[config.mk]
export PLATFORM = sky130hd
export DESIGN_NAME = header_keyed_xor_word_descrambler
export DESIGN_NICKNAME = d
export VERILOG_FILES = /design/src/design/hkxd_pkg.sv /design/src/design/hkxd_adv.sv /design/src/design/hkxd_ctrl.sv /design/src/design/hkxd_out.sv /design/src/design/header_keyed_xor_word_descrambler.sv
export VERILOG_INCLUDE_DIRS = /design/src /design/src/design
export SDC_FILE = /design/constraint.sdc
export NUM_CORES = 2
export LEC_CHECK = 0
export ABC_AREA = 1
export BUFFER_PORTS_ARGS = -buffer_cell sky130_fd_sc_hd__clkbuf_2
export CAP_MARGIN = 20
export CELL_PAD_IN_SITES_DETAIL_PLACEMENT = 1
export CELL_PAD_IN_SITES_GLOBAL_PLACEMENT = 1
export CORE_MARGIN = 5
export CORE_UTILIZATION = 52
export CTS_CLUSTER_SIZE = 30
export DETAILED_ROUTE_END_ITERATION = 16
export PLACE_DENSITY = 0.87
export SLEW_MARGIN = 5
export SYNTH_ARGS = -nofsm -noshare
export SYNTH_HDL_FRONTEND = slang
export SYNTH_SLANG_ARGS = --single-unit
[constraint.sdc]
create_clock -name i_clk -period 17.6 [get_ports i_clk]
set_input_delay 2.64 -clock i_clk [delete_from_list [all_inputs] [get_ports i_clk]]
set_output_delay 2.64 -clock i_clk [all_outputs]
set_load 0.005 [all_outputs]
[src/design/header_keyed_xor_word_descrambler_macros.svh]
// Assertion macros shared by the descrambler modules.
// Depends on nothing; the asserting files include it by name.
`ifndef HEADER_KEYED_XOR_WORD_DESCRAMBLER_MACROS_SVH
`define HEADER_KEYED_XOR_WORD_DESCRAMBLER_MACROS_SVH

// Same-cycle implication, disabled while reset is asserted.
`define HKXD_ASSERT_NOW(lbl, clk, rst_n, ante, cons, msg) \
    lbl: assert property (@(posedge clk) disable iff (!rst_n) (ante) |-> (cons)) \
        else $error(msg);

// Next-cycle implication, disabled while reset is asserted.
`define HKXD_ASSERT_NEXT(lbl, clk, rst_n, ante, cons, msg) \
    lbl: assert property (@(posedge clk) disable iff (!rst_n) (ante) |=> (cons)) \
        else $error(msg);

`endif

[src/design/hkxd_pkg.sv]
// Types and constants shared by the header-keyed XOR word descrambler.
// No dependencies; every design module imports this package.
package hkxd_pkg;

    localparam logic [31:0] HDR_LEN      = 32'd20;
    localparam logic [31:0] MAGIC_LEN    = 32'd8;
    localparam logic [31:0] LAST_HDR_POS = 32'd19;
    localparam logic [31:0] WORD_BYTES   = 32'd4;

    // Magic bytes, first byte in bits 7:0.
    localparam logic [63:0] MAGIC_BYTES  = 64'h6564_6172_746D_6567;

    // Input stall after a length write, covering the word-advance lookahead.
    localparam logic [1:0]  CFG_HOLD     = 2'd3;

    typedef enum logic [1:0] {
        ST_OK        = 2'd0,
        ST_SHORT     = 2'd1,
        ST_BAD_MAGIC = 2'd2
    } t_status;

    typedef struct packed {
        logic [31:0] fl;
        logic [31:0] plen;
        logic        short_file;
        logic        busy;
    } t_cfg;

    typedef struct packed {
        logic [31:0] key_a;
        logic [31:0] interval;
        logic [31:0] skip;
    } t_hdr;

    typedef struct packed {
        logic [31:0] next_pos;
        logic        stop;
        logic        done_after;
    } t_adv;

    typedef struct packed {
        logic        has_res;
        logic [7:0]  data;
        t_status     status;
        logic        last;
        logic        xor_en;
        logic [1:0]  lane;
        logic [31:0] widx;
    } t_token;

endpackage

[src/design/hkxd_adv.sv]
// Lookahead for the next word position: a short pipeline that keeps the
// next position ready from the current one. Depends on hkxd_pkg.
module hkxd_adv import hkxd_pkg::*; (
    input  logic        i_clk,
    input  logic [31:0] i_next_word_pos,
    input  logic [31:0] i_plen,
    input  t_hdr        i_hdr,
    output t_adv        o_adv
);

    logic [32:0] r_v;
    logic        r_stop;
    logic [31:0] r_clamp;
    logic        r_clamp_fail;
    logic        r_jump;
    logic [33:0] r_v2;
    logic [31:0] r_next;
    logic        r_done_after;

    logic        w_over;
    logic        w_fit_fail;

    // A jump that lands too close to the end is clamped to plen - interval.
    always_comb begin
        w_over     = ({1'b0, r_v2} + {3'b000, i_hdr.interval}) > {3'b000, i_plen};
        w_fit_fail = (r_v2 + 34'd4) > {2'b00, i_plen};
    end

    always_ff @(posedge i_clk) begin
        r_v          <= {1'b0, i_next_word_pos} + 33'd4;
        r_stop       <= ({2'b00, i_next_word_pos} + 34'd8) > {2'b00, i_plen};
        r_clamp      <= i_plen - i_hdr.interval;
        r_clamp_fail <= i_hdr.interval < WORD_BYTES;
        r_jump       <= ({1'b0, i_hdr.interval} <= r_v) &&
                        (({2'b00, i_hdr.interval} + {1'b0, r_v}) < {2'b00, i_plen});
        r_v2         <= {1'b0, r_v} + {2'b00, i_hdr.skip};
        r_next       <= r_jump ? (w_over ? r_clamp : r_v2[31:0]) : r_v[31:0];
        r_done_after <= r_jump && (w_over ? r_clamp_fail : w_fit_fail);
    end

    assign o_adv.next_pos   = r_next;
    assign o_adv.stop       = r_stop;
    assign o_adv.done_after = r_done_after;

endmodule

[src/design/hkxd_ctrl.sv]
// Byte-position control: header capture, key parameters, word tracking and
// the first pipeline stage. Depends on hkxd_pkg and the macros header.
`include "header_keyed_xor_word_descrambler_macros.svh"

module hkxd_ctrl import hkxd_pkg::*; (
    input  logic        i_clk,
    input  logic        i_rst_n,
    input  logic        i_valid,
    input  logic [7:0]  i_data_byte,
    output logic        o_stall,
    input  t_cfg        i_cfg,
    input  t_adv        i_adv,
    input  logic        i_s2_free,
    output logic        o_s1_valid,
    output t_token      o_s1,
    output t_hdr        o_hdr,
    output logic [31:0] o_next_word_pos
);

    logic [31:0] r_byte_count;
    logic        r_magic_bad;
    logic [31:0] r_hdr_word [3];
    logic [31:0] r_interval;
    logic [31:0] r_skip;
    logic [31:0] r_key_a;
    logic [31:0] r_nwp;
    logic        r_decode_done;
    logic [31:0] r_word_idx;
    logic        r_s1_valid;
    t_token      r_s1;

    logic        w_s1_free;
    logic        w_acc;
    logic [31:0] w_pos;
    logic [32:0] w_pos_inc;
    logic        w_final;
    logic        w_first;
    logic        w_mb_eff;
    logic        w_in_hdr;
    logic        w_mismatch;
    logic [4:0]  w_hoff;
    logic [1:0]  w_hw_idx;
    logic [1:0]  w_hw_lane;
    logic [31:0] w_hw2_full;
    logic [31:0] w_sum;
    logic [31:0] w_dif;
    logic [31:0] w_p;
    logic [32:0] w_wdiff;
    logic        w_hit;
    logic        w_word_end;
    logic        w_advance;
    t_token      w_tok;

    assign w_s1_free = !r_s1_valid || i_s2_free;
    // The input also stalls while reset is asserted.
    assign o_stall   = !w_s1_free || i_cfg.busy || !i_rst_n;
    assign w_acc     = i_valid && !o_stall;

    always_comb begin
        w_pos      = r_byte_count;
        w_pos_inc  = {1'b0, w_pos} + 33'd1;
        w_final    = w_pos_inc >= {1'b0, i_cfg.fl};
        w_first    = (w_pos == 32'd0);
        w_mb_eff   = w_first ? 1'b0 : r_magic_bad;
        w_in_hdr   = w_pos < HDR_LEN;
        w_mismatch = (w_pos < MAGIC_LEN) &&
                     (i_data_byte != MAGIC_BYTES[{w_pos[2:0], 3'b000} +: 8]);
        w_hoff     = w_pos[4:0] - 5'd8;
        w_hw_idx   = w_hoff[3:2];
        w_hw_lane  = w_hoff[1:0];
        // The last header byte completes word c in the same cycle.
        w_hw2_full = {i_data_byte, r_hdr_word[2][23:0]};
        w_sum      = r_hdr_word[1] + w_hw2_full;
        w_dif      = r_hdr_word[1] - w_hw2_full;
        w_p        = w_pos - HDR_LEN;
        w_wdiff    = {1'b0, w_p} - {1'b0, r_nwp};
        w_hit      = !r_decode_done && !w_wdiff[32] && (w_wdiff[31:2] == 30'd0);
        w_word_end = w_hit && (w_wdiff[1:0] == 2'd3);
        w_advance  = !i_cfg.short_file && !w_in_hdr && !r_magic_bad && w_word_end;
    end

    always_comb begin
        w_tok        = '0;
        w_tok.status = ST_OK;
        priority if (i_cfg.short_file) begin
            if (w_final) begin
                w_tok.has_res = 1'b1;
                w_tok.status  = ST_SHORT;
                w_tok.last    = 1'b1;
            end
        end else if (w_in_hdr) begin
            if (w_final && (w_mb_eff || w_mismatch)) begin
                w_tok.has_res = 1'b1;
                w_tok.status  = ST_BAD_MAGIC;
                w_tok.last    = 1'b1;
            end
        end else if (r_magic_bad) begin
            if (w_final) begin
                w_tok.has_res = 1'b1;
                w_tok.status  = ST_BAD_MAGIC;
                w_tok.last    = 1'b1;
            end
        end else begin
            w_tok.has_res = 1'b1;
            w_tok.data    = i_data_byte;
            w_tok.last    = w_final;
            w_tok.xor_en  = w_hit;
            w_tok.lane    = w_wdiff[1:0];
            w_tok.widx    = r_word_idx;
        end
    end

    always_ff @(posedge i_clk) begin
        if (!i_rst_n) begin
            r_byte_count  <= '0;
            r_magic_bad   <= 1'b0;
            r_hdr_word    <= '{default: '0};
            r_interval    <= '0;
            r_skip        <= '0;
            r_key_a       <= '0;
            r_nwp         <= '0;
            r_decode_done <= 1'b0;
            r_word_idx    <= '0;
        end else if (w_acc) begin
            r_byte_count <= w_final ? 32'd0 : w_pos_inc[31:0];
            if (w_first) begin
                r_magic_bad   <= 1'b0;
                r_decode_done <= 1'b0;
                r_nwp         <= '0;
            end
            if (!i_cfg.short_file && w_in_hdr) begin
                r_magic_bad <= w_mb_eff || w_mismatch;
                if (w_pos >= MAGIC_LEN) begin
                    r_hdr_word[w_hw_idx][{w_hw_lane, 3'b000} +: 8] <= i_data_byte;
                end
                if (w_pos == LAST_HDR_POS) begin
                    r_interval    <= {1'b0, w_sum[31:1]};
                    r_skip        <= {1'b0, w_dif[31:1]};
                    r_key_a       <= r_hdr_word[0];
                    r_word_idx    <= '0;
                    r_nwp         <= '0;
                    r_decode_done <= i_cfg.plen < WORD_BYTES;
                end
            end else if (w_advance) begin
                // The key drops by one per word; the output stage subtracts this count.
                r_word_idx <= r_word_idx + 32'd1;
                if (i_adv.stop) begin
                    r_decode_done <= 1'b1;
                end else begin
                    r_nwp         <= i_adv.next_pos;
                    r_decode_done <= i_adv.done_after;
                end
            end
        end
    end

    always_ff @(posedge i_clk) begin
        if (!i_rst_n) begin
            r_s1_valid <= 1'b0;
        end else if (w_s1_free) begin
            r_s1_valid <= w_acc;
        end
    end

    always_ff @(posedge i_clk) begin
        if (w_s1_free) begin
            r_s1 <= w_tok;
        end
    end

    assign o_s1_valid      = r_s1_valid;
    assign o_s1            = r_s1;
    assign o_hdr.key_a     = r_key_a;
    assign o_hdr.interval  = r_interval;
    assign o_hdr.skip      = r_skip;
    assign o_next_word_pos = r_nwp;

    `HKXD_ASSERT_NEXT(a_final_wraps, i_clk, i_rst_n, w_acc && w_final,
        r_byte_count == 32'd0, "byte count did not restart after the final byte")
    `HKXD_ASSERT_NEXT(a_hdr_restart, i_clk, i_rst_n,
        w_acc && !i_cfg.short_file && (w_pos == LAST_HDR_POS),
        (r_word_idx == 32'd0) && (r_nwp == 32'd0), "word tracking not restarted at header end")
    `HKXD_ASSERT_NEXT(a_pos_advances, i_clk, i_rst_n, w_acc && w_advance && !i_adv.stop,
        r_nwp > $past(r_nwp), "next word position did not move forward")

endmodule

[src/design/hkxd_out.sv]
// Second pipeline stage, key derivation and the output register.
// Depends on hkxd_pkg and the macros header.
`include "header_keyed_xor_word_descrambler_macros.svh"

module hkxd_out import hkxd_pkg::*; (
    input  logic        i_clk,
    input  logic        i_rst_n,
    input  logic        i_s1_valid,
    input  t_token      i_s1,
    input  t_hdr        i_hdr,
    input  logic        i_stall,
    output logic        o_s2_free,
    output logic        o_valid,
    output logic [7:0]  o_out_byte,
    output t_status     o_status,
    output logic        o_last
);

    logic [31:0] r_prod;
    logic [31:0] r_key_base;
    logic        r_s2_valid;
    t_token      r_s2;
    logic        r_o_valid;
    logic [7:0]  r_o_byte;
    t_status     r_o_status;
    logic        r_o_last;

    logic        w_out_ready;
    logic        w_s2_move;
    logic        w_s2_free;
    logic [31:0] w_prod;
    logic [31:0] w_key;
    logic [7:0]  w_mask;

    // Key parameters settle through r_prod and then r_key_base after the header
    // ends, before the first payload byte reaches this stage.
    assign w_prod = i_hdr.interval * i_hdr.skip;

    always_ff @(posedge i_clk) begin
        r_prod     <= w_prod;
        r_key_base <= i_hdr.key_a - r_prod;
    end

    always_comb begin
        w_out_ready = !r_o_valid || !i_stall;
        w_s2_move   = r_s2_valid && (!r_s2.has_res || w_out_ready);
        w_s2_free   = !r_s2_valid || w_s2_move;
        w_key       = r_key_base - r_s2.widx;
        w_mask      = r_s2.xor_en ? w_key[{r_s2.lane, 3'b000} +: 8] : 8'h00;
    end

    always_ff @(posedge i_clk) begin
        if (!i_rst_n) begin
            r_s2_valid <= 1'b0;
            r_o_valid  <= 1'b0;
        end else begin
            if (w_s2_free) begin
                r_s2_valid <= i_s1_valid;
            end
            if (w_out_ready) begin
                r_o_valid <= w_s2_move && r_s2.has_res;
            end
        end
    end

    always_ff @(posedge i_clk) begin
        if (w_s2_free) begin
            r_s2 <= i_s1;
        end
        if (w_out_ready && w_s2_move && r_s2.has_res) begin
            r_o_byte   <= r_s2.data ^ w_mask;
            r_o_status <= r_s2.status;
            r_o_last   <= r_s2.last;
        end
    end

    assign o_s2_free  = w_s2_free;
    assign o_valid    = r_o_valid;
    assign o_out_byte = r_o_byte;
    assign o_status   = r_o_status;
    assign o_last     = r_o_last;

    `HKXD_ASSERT_NOW(a_err_is_last, i_clk, i_rst_n, r_o_valid && (r_o_status != ST_OK),
        r_o_last && (r_o_byte == 8'h00), "error result not final or not zero")
    `HKXD_ASSERT_NOW(a_xor_ok_only, i_clk, i_rst_n, r_s2_valid && r_s2.xor_en,
        r_s2.has_res && (r_s2.status == ST_OK), "descrambled byte on a non-ok transaction")
    `HKXD_ASSERT_NOW(a_valid_source, i_clk, i_rst_n, $rose(r_o_valid),
        $past(r_s2_valid && r_s2.has_res), "output valid without a result token")

endmodule

[src/design/header_keyed_xor_word_descrambler.sv]
// Header-keyed XOR word descrambler, one file byte per transaction.
// Input channel: i_valid / o_stall with i_data_byte. Output channel: o_valid /
// i_stall with o_out_byte, o_status and o_last.
// Configuration: i_cfg_wr_en / i_cfg_wr_data set the total file length
// (header included); write it while the block is idle.
// Each byte is held in the first and then the second pipeline stage before its
// result loads the output register.
// While the input does not stall, one byte is accepted every cycle; the
// per-byte work is a compare and an XOR, and the next word position comes from
// a three-stage lookahead unit. After a length write the input stalls while
// that lookahead reloads.
// Header bytes and bytes of a file with a bad magic give no transaction; in a
// bad or short file the final byte still gives one, carrying the error status.
// When the receiver stalls, the output register holds; the two pipeline
// stages behind it still fill before the input stalls.
// Reset (synchronous, active low) clears the length to zero and starts a new
// file with the next byte.
// Depends on hkxd_pkg, hkxd_ctrl, hkxd_adv and hkxd_out.
module header_keyed_xor_word_descrambler import hkxd_pkg::*; (
    input  logic        i_clk,
    input  logic        i_rst_n,
    input  logic        i_cfg_wr_en,
    input  logic [31:0] i_cfg_wr_data,
    input  logic        i_valid,
    output logic        o_stall,
    input  logic [7:0]  i_data_byte,
    output logic        o_valid,
    input  logic        i_stall,
    output logic [7:0]  o_out_byte,
    output logic [1:0]  o_status,
    output logic        o_last
);

    logic [31:0] r_fl;
    logic [31:0] r_plen;
    logic        r_short;
    logic [1:0]  r_hold;

    t_cfg        w_cfg;
    t_adv        w_adv;
    t_hdr        w_hdr;
    t_token      w_s1;
    logic        w_s1_valid;
    logic        w_s2_free;
    logic [31:0] w_nwp;
    t_status     w_status;

    always_ff @(posedge i_clk) begin
        if (!i_rst_n) begin
            r_fl    <= '0;
            r_plen  <= 32'd0 - HDR_LEN;
            r_short <= 1'b1;
            r_hold  <= '0;
        end else if (i_cfg_wr_en) begin
            r_fl    <= i_cfg_wr_data;
            r_plen  <= i_cfg_wr_data - HDR_LEN;
            r_short <= i_cfg_wr_data < HDR_LEN;
            r_hold  <= CFG_HOLD;
        end else if (r_hold != 2'd0) begin
            r_hold <= r_hold - 2'd1;
        end
    end

    assign w_cfg.fl         = r_fl;
    assign w_cfg.plen       = r_plen;
    assign w_cfg.short_file = r_short;
    assign w_cfg.busy       = (r_hold != 2'd0);

    hkxd_ctrl u_ctrl (
        .i_clk           (i_clk),
        .i_rst_n         (i_rst_n),
        .i_valid         (i_valid),
        .i_data_byte     (i_data_byte),
        .o_stall         (o_stall),
        .i_cfg           (w_cfg),
        .i_adv           (w_adv),
        .i_s2_free       (w_s2_free),
        .o_s1_valid      (w_s1_valid),
        .o_s1            (w_s1),
        .o_hdr           (w_hdr),
        .o_next_word_pos (w_nwp)
    );

    hkxd_adv u_adv (
        .i_clk           (i_clk),
        .i_next_word_pos (w_nwp),
        .i_plen          (r_plen),
        .i_hdr           (w_hdr),
        .o_adv           (w_adv)
    );

    hkxd_out u_out (
        .i_clk      (i_clk),
        .i_rst_n    (i_rst_n),
        .i_s1_valid (w_s1_valid),
        .i_s1       (w_s1),
        .i_hdr      (w_hdr),
        .i_stall    (i_stall),
        .o_s2_free  (w_s2_free),
        .o_valid    (o_valid),
        .o_out_byte (o_out_byte),
        .o_status   (w_status),
        .o_last     (o_last)
    );

    assign o_status = w_status;

endmodule

# == Word-level counts from Yosys, hierarchy flattened ==
# Index checks and enable logic that the tools add are counted.
# op_classes
addsub,19
n_mul,1
n_lt_le_gt_ge,14
n_eq_ne,4
n_shift,4
n_mux,37
bitwise,2
n_reduce_logical,46
# ops
cell,n
2-to-1 mux 32 bit,12
bitwise mux 96 bit,1
subtractor 32 bit,3
> comparator 34 x 32 -> 1 bit,2
demux 32 bit (select 2 bit),1
"less-than comparator 32 x 5 -> 1 bit, second input constant",2
"indexed part select 64 x 7 -> 8 bit, first input constant",1
"subtractor 32 x 5 -> 32 bit, second input constant",2
adder 34 x 31 -> 35 bit,1
> comparator 35 x 32 -> 1 bit,1
adder 31 x 33 -> 34 bit,1
adder 33 x 31 -> 34 bit,1
"adder 34 x 3 -> 34 bit, second input constant",1
less-than comparator 34 x 32 -> 1 bit,1
"adder 32 x 1 -> 33 bit, second input constant",1
"adder 32 x 3 -> 33 bit, second input constant",1
"adder 32 x 4 -> 33 bit, second input constant",1
greater-or-equal comparator 33 x 32 -> 1 bit,1
less-or-equal comparator 31 x 33 -> 1 bit,1
subtractor 32 x 32 -> 33 bit,1
"adder 32 x 1 -> 32 bit, second input constant",1
adder 32 bit,1
"== test 32 x 5 -> 1 bit, second input constant",1
"greater-or-equal comparator 32 x 4 -> 1 bit, second input constant",1
30 further kinds,87
# word_totals
ff_bits,662
output_inout_bits,13
elab_cells,172

# == Depth between registers and ports, before layout ==
# depth
depth_word,12
mapped_depth,40

# == Hierarchy ==
# From an unflattened synthesis, not the netlist that was laid out.
# unflattened
hier_cells,9742
area_unflattened_um2,67028.0
# by_module_without_submodules
module,instances,cells_each,area_each_um2,seq_area_each_um2
hkxd_out,1,3298,24463.5,3062.9
hkxd_ctrl,1,3501,22954.5,7036.7
hkxd_adv,1,2488,16500.8,2702.6
header_keyed_xor_word_descrambler,1,455,3109.2,1301.2

# == Worst setup path after synthesis ==
# Ideal clock, no wire load.
# synth_path
path_type,input to output
from,in i_stall
to,out o_stall
arrival_ns,5.017
slack_ns,9.943
path_stages,6
path_cell_list,nand2_1 > nor2_1 > inv_1 > nor2_1 > inv_1 > nand3_1
# synth_via
elab_chain_len,9
# synth_rtl
item,line,source
from (decl),header_keyed_xor_word_descrambler.sv:28,"input logic i_stall,"
logical NOT 1 bit,hkxd_out.sv:45,w_out_ready = !r_o_valid || !i_stall;
logical OR 1 bit,hkxd_out.sv:45,
logical OR 1 bit,hkxd_out.sv:46,w_s2_move = r_s2_valid && (!r_s2.has_res || w_out_ready);
logical AND 1 bit,hkxd_out.sv:46,
logical OR 1 bit,hkxd_out.sv:47,w_s2_free = !r_s2_valid || w_s2_move;
net u_ctrl.i_s2_free,hkxd_ctrl.sv:13,"input logic i_s2_free,"
logical OR 1 bit,hkxd_ctrl.sv:54,assign w_s1_free = !r_s1_valid || i_s2_free;
logical NOT 1 bit,hkxd_ctrl.sv:56,assign o_stall = !w_s1_free || i_cfg.busy || !i_rst_n;
logical OR 1 bit (2 in a row),hkxd_ctrl.sv:56,
to (decl),header_keyed_xor_word_descrambler.sv:25,"output logic o_stall,"
# The timed path passes the listed nets, and every way through them passes these cells.

# == Worst setup path after layout ==
# layout_path
from,reg u_ctrl.r_interval[1]
to,reg u_out.r_prod[30]
# layout_via
elab_chain_len,1
# layout_rtl
item,line,source
from (decl),hkxd_ctrl.sv:23,logic [31:0] r_interval;
from (signal assigned),hkxd_ctrl.sv:137,"r_interval <= {1'b0, w_sum[31:1]};"
multiplier 31 x 31 -> 32 bit,hkxd_out.sv:37,assign w_prod = i_hdr.interval * i_hdr.skip;
net u_out.w_prod[30],hkxd_out.sv:31,logic [31:0] w_prod;
to (signal assigned),hkxd_out.sv:40,r_prod <= w_prod;
to (decl),hkxd_out.sv:19,logic [31:0] r_prod;
# The timed path passes the listed nets, and every way through them passes these cells.
# A chain may end at the register's enable or synchronous reset.

==> results.toml <==
[floorplanning]
start_util = 0.5237
dieWidth_um = 360.4
core-area_um2 = 121900
fp.dieArea_um2 = 129900
die_y_um = 360.4
rows = 128
ios = 58

[worst_hold_path]
worstHoldEndpoint = "u_out.r_s2[13]"
hold_path.class = "flop to flop"
hold_depth = 0
holdCritStartpoint = "u_ctrl.o_s1[13]"

[grt]
grt.overflow.total = 0
grt_pass1_vias = 66120
grt_util_met2 = 0.6391
globalRouteMet3Util = 0.09067
busiest_layer = "met2"
grt_max_degree = 97
grtUsageTotal = 0.4010
grt_use_met1 = 0.4955
antenna_found_initial = 30
grt_pass1_wl_um = 398800

[synth]
syn-num-nets = 10080
ys_seq_area_frac = 0.2210
synth_seq_cells = 652
async_flop_share = 0
synth_most_common_cell = "nand2_1"
synthFlopType = "dfxtp_1"
synth_edf_count = 105
yosysTopAreaCell = "dfxtp_1"
synthTopCellsByCount = "nand2_1 (1953), inv_1 (1811), a21oi_1 (709), nor2_1 (637), ha_1 (606)"
synth_cell_types = 69
synth_area_um2 = 63830
synth.area.top_cells = "dfxtp_1 (17%), fa_1 (13%), ha_1 (12%)"
ys.warnings.count = 0
synthCells = 9014
synth_area_per_cell_um2 = 7.081
netlist.area_leader.share = 0.1716

[power]
internal_power_mw = 2.622
swShare = 0.2771
combPwrFrac = 0.081
seqPwrFrac = 0.432
power_density_nw_per_um2 = 53.07
cellLeakagePower_nw = 35.28
switching_power_mw = 1.005
p_clk_frac = 0.487
ir_drop_uv = 80.37

[worst_setup_path]
crit_slowest_cell = "fa_1"
cp-end-kind = "flop"
crit_path_max_incr_delay_ns = 0.56
cp.required_ns = 18.19
start_kind = "flop"
reg2reg_to = "u_out.r_prod[30]"
r2r-start = "u_ctrl.r_interval[1]"
rrSetupSlack_ns = 10.08
worstSetupPathType = "flop to flop"
cp-startpoint = "u_ctrl.r_interval[1]"
worst-path-max-fanout = 32
ff2ff_path_depth = 27
arrival_ns = 8.11

[cells_and_area]
fin_nets = 9997
area.sequential_um2 = 14100
drive_above_1_share = 0.04281
fill_cells = 15890
multi_input_area_um2 = 41580
area_delta_synth_final_pct = 7.096

[timing]
fmax_ghz = 0.1329
tns_ns = 0
finalHoldViolations = 0
post-route-min-period_ns = 7.523
relSlewSlack = 0.1664
fin_skew_ns = 0.03665
tightest_slew_ns = 1.246
setup_viol = 0
slew_violations = 0
rsz0062_at_grt = "no"
setup_ws_ns = 10.08
finalCritPeriodShare = 0.4274

[clock_tree]
post_cts_resized = 0
cts_tree = "done"
cts_root_buf = "clkbuf_16"
clock_path_buffers = 3
path_clk_slew_ns = 0.07
cts.sinks = 652
clkLatencyLatePin_ns = 0.71
hold_buffers = 0
cts_buffers = 80
cts_htree_levels = 3
postCtsSetupRepairBufs = 0

[job]
max_cap_violations = 0

[route]
wirelength_um = 269600
dr.first_iter.drc_count = 5537
ant_nets = 0
first_pass_iters = 5
drc_errors = 0
vias = 62950
wl_per_cell_um = 25.37
via_per_inst = 5.924

[placed_design]
routabilityCongestion = 1.032
portBuffers = 57
dp.final_hpwl_um = 207800
place_ws_ns = 10.29

[run_status]
outcome = "finished, final reports clean"
## power by group through the flow
stage / sequential (mW) / combinational, mW / clock (mW)
2_1_floorplan: 1.58 / 0.168 / 0
3_3_place_gp: 1.59 / 0.269 / 0
3_5_place_dp: 1.60 / 0.279 / 0
4_1_cts: 1.56 / 0.283 / 1.78
5_1_grt: 1.57 / 0.310 / 1.84
6_report: 1.57 / 0.294 / 1.77
## state kept, by name (all words and copies together), names as in the netlist, 33 cells and up
name and count:
u_ctrl.r_hdr_word 88, u_ctrl.o_s1 47, u_out.r_s2 47, u_adv.r_v2 34
u_adv.r_v 33
## critical path, delay by kind of cell, from the launching register on
| family | cells | cell delay (ns) |
|---|---|---|
| flops | 1 | 0.45 |
| simple gates | 6 | 0.77 |
| xor+xnor | 1 | 0.15 |
| buf+inv | 7 | 0.93 |
| compound gates | 4 | 0.85 |
| fa+ha+maj | 9 | 4.21 |
## per-layer routing
metal / part of all wire / vias up
met2: 0.45 / 2795
met3: 0.091 / 911
met5: 0.00047 / -
li1: - / 28200
met1: 0.39 / 31030
met4: 0.072 / 20
## layout by cell type (no fill, tap or decap), types with 25 or more instances in the layout
cell type,instances
ha_1,606
nand3_1,299
clkbuf_16,80
xnor2_1,105
inv_2,28
buf_4,83
o21ai_0,393
nand2_1,1951
nor2_1,636
fa_1,418
clkbuf_2,55
edfxtp_1,105
dfxtp_1,546
nor4_1,57
inv_1,1808
o21ai_1,72
a21oi_1,709
o21a_1,30
nor3_1,111
nand4_1,160
o21bai_1,25
o211ai_1,53
xor2_1,329
## worst max-delay path by stage
stage / to / slack [ns] / cells after the start
3_3_place_gp: u_out.r_prod[27] / 10.57 / 26
6_report: u_out.r_prod[30] / 10.08 / 27
3_5_place_dp: u_out.r_prod[30] / 10.29 / 27
5_1_grt: u_out.r_prod[27] / 9.82 / 26
2_1_floorplan: o_stall / 9.94 / 6
4_1_cts: u_out.r_prod[30] / 10.23 / 27
## kinds of logic after synthesis
group                    Yosys count  synth area share
AO/OA/AOI/OAI                   1435            0.1232
XOR/XNOR                         434           0.05955
adder cells (fa/ha/maj)         1024            0.2499
buffers and inverters           2151            0.1282
flip-flops                       652            0.2210
AND/OR/NAND/NOR                 3318            0.2182
## through the flow
stage	util	power (mW)	std cells	hold WS (ns)	area, µm²
after floorplan	-	1.749	9014	0.3643	63830
after global placement	0.5377	1.864	10470	0.4016	65540
after detailed placement	0.5377	1.876	10470	0.4052	65540
after CTS	0.5604	3.624	10620	0.4133	68310
after global routing	0.5608	3.719	10620	0.4207	68340
final	0.5609	3.628	10630	0.4155	68360
## layout make-up
class	instances	share of cell area
inverters	1840	0.1011
clock buffers	103	0.03245
multi-input cells	6211	0.6082
clock inverters	44	0.008017
diodes	7	0.0002562
flip-flops and latches	652	0.2063
well taps	1625	0.02974
repair buffers	143	0.01393
No activity file was read; power rests on OpenSTA's default activity.
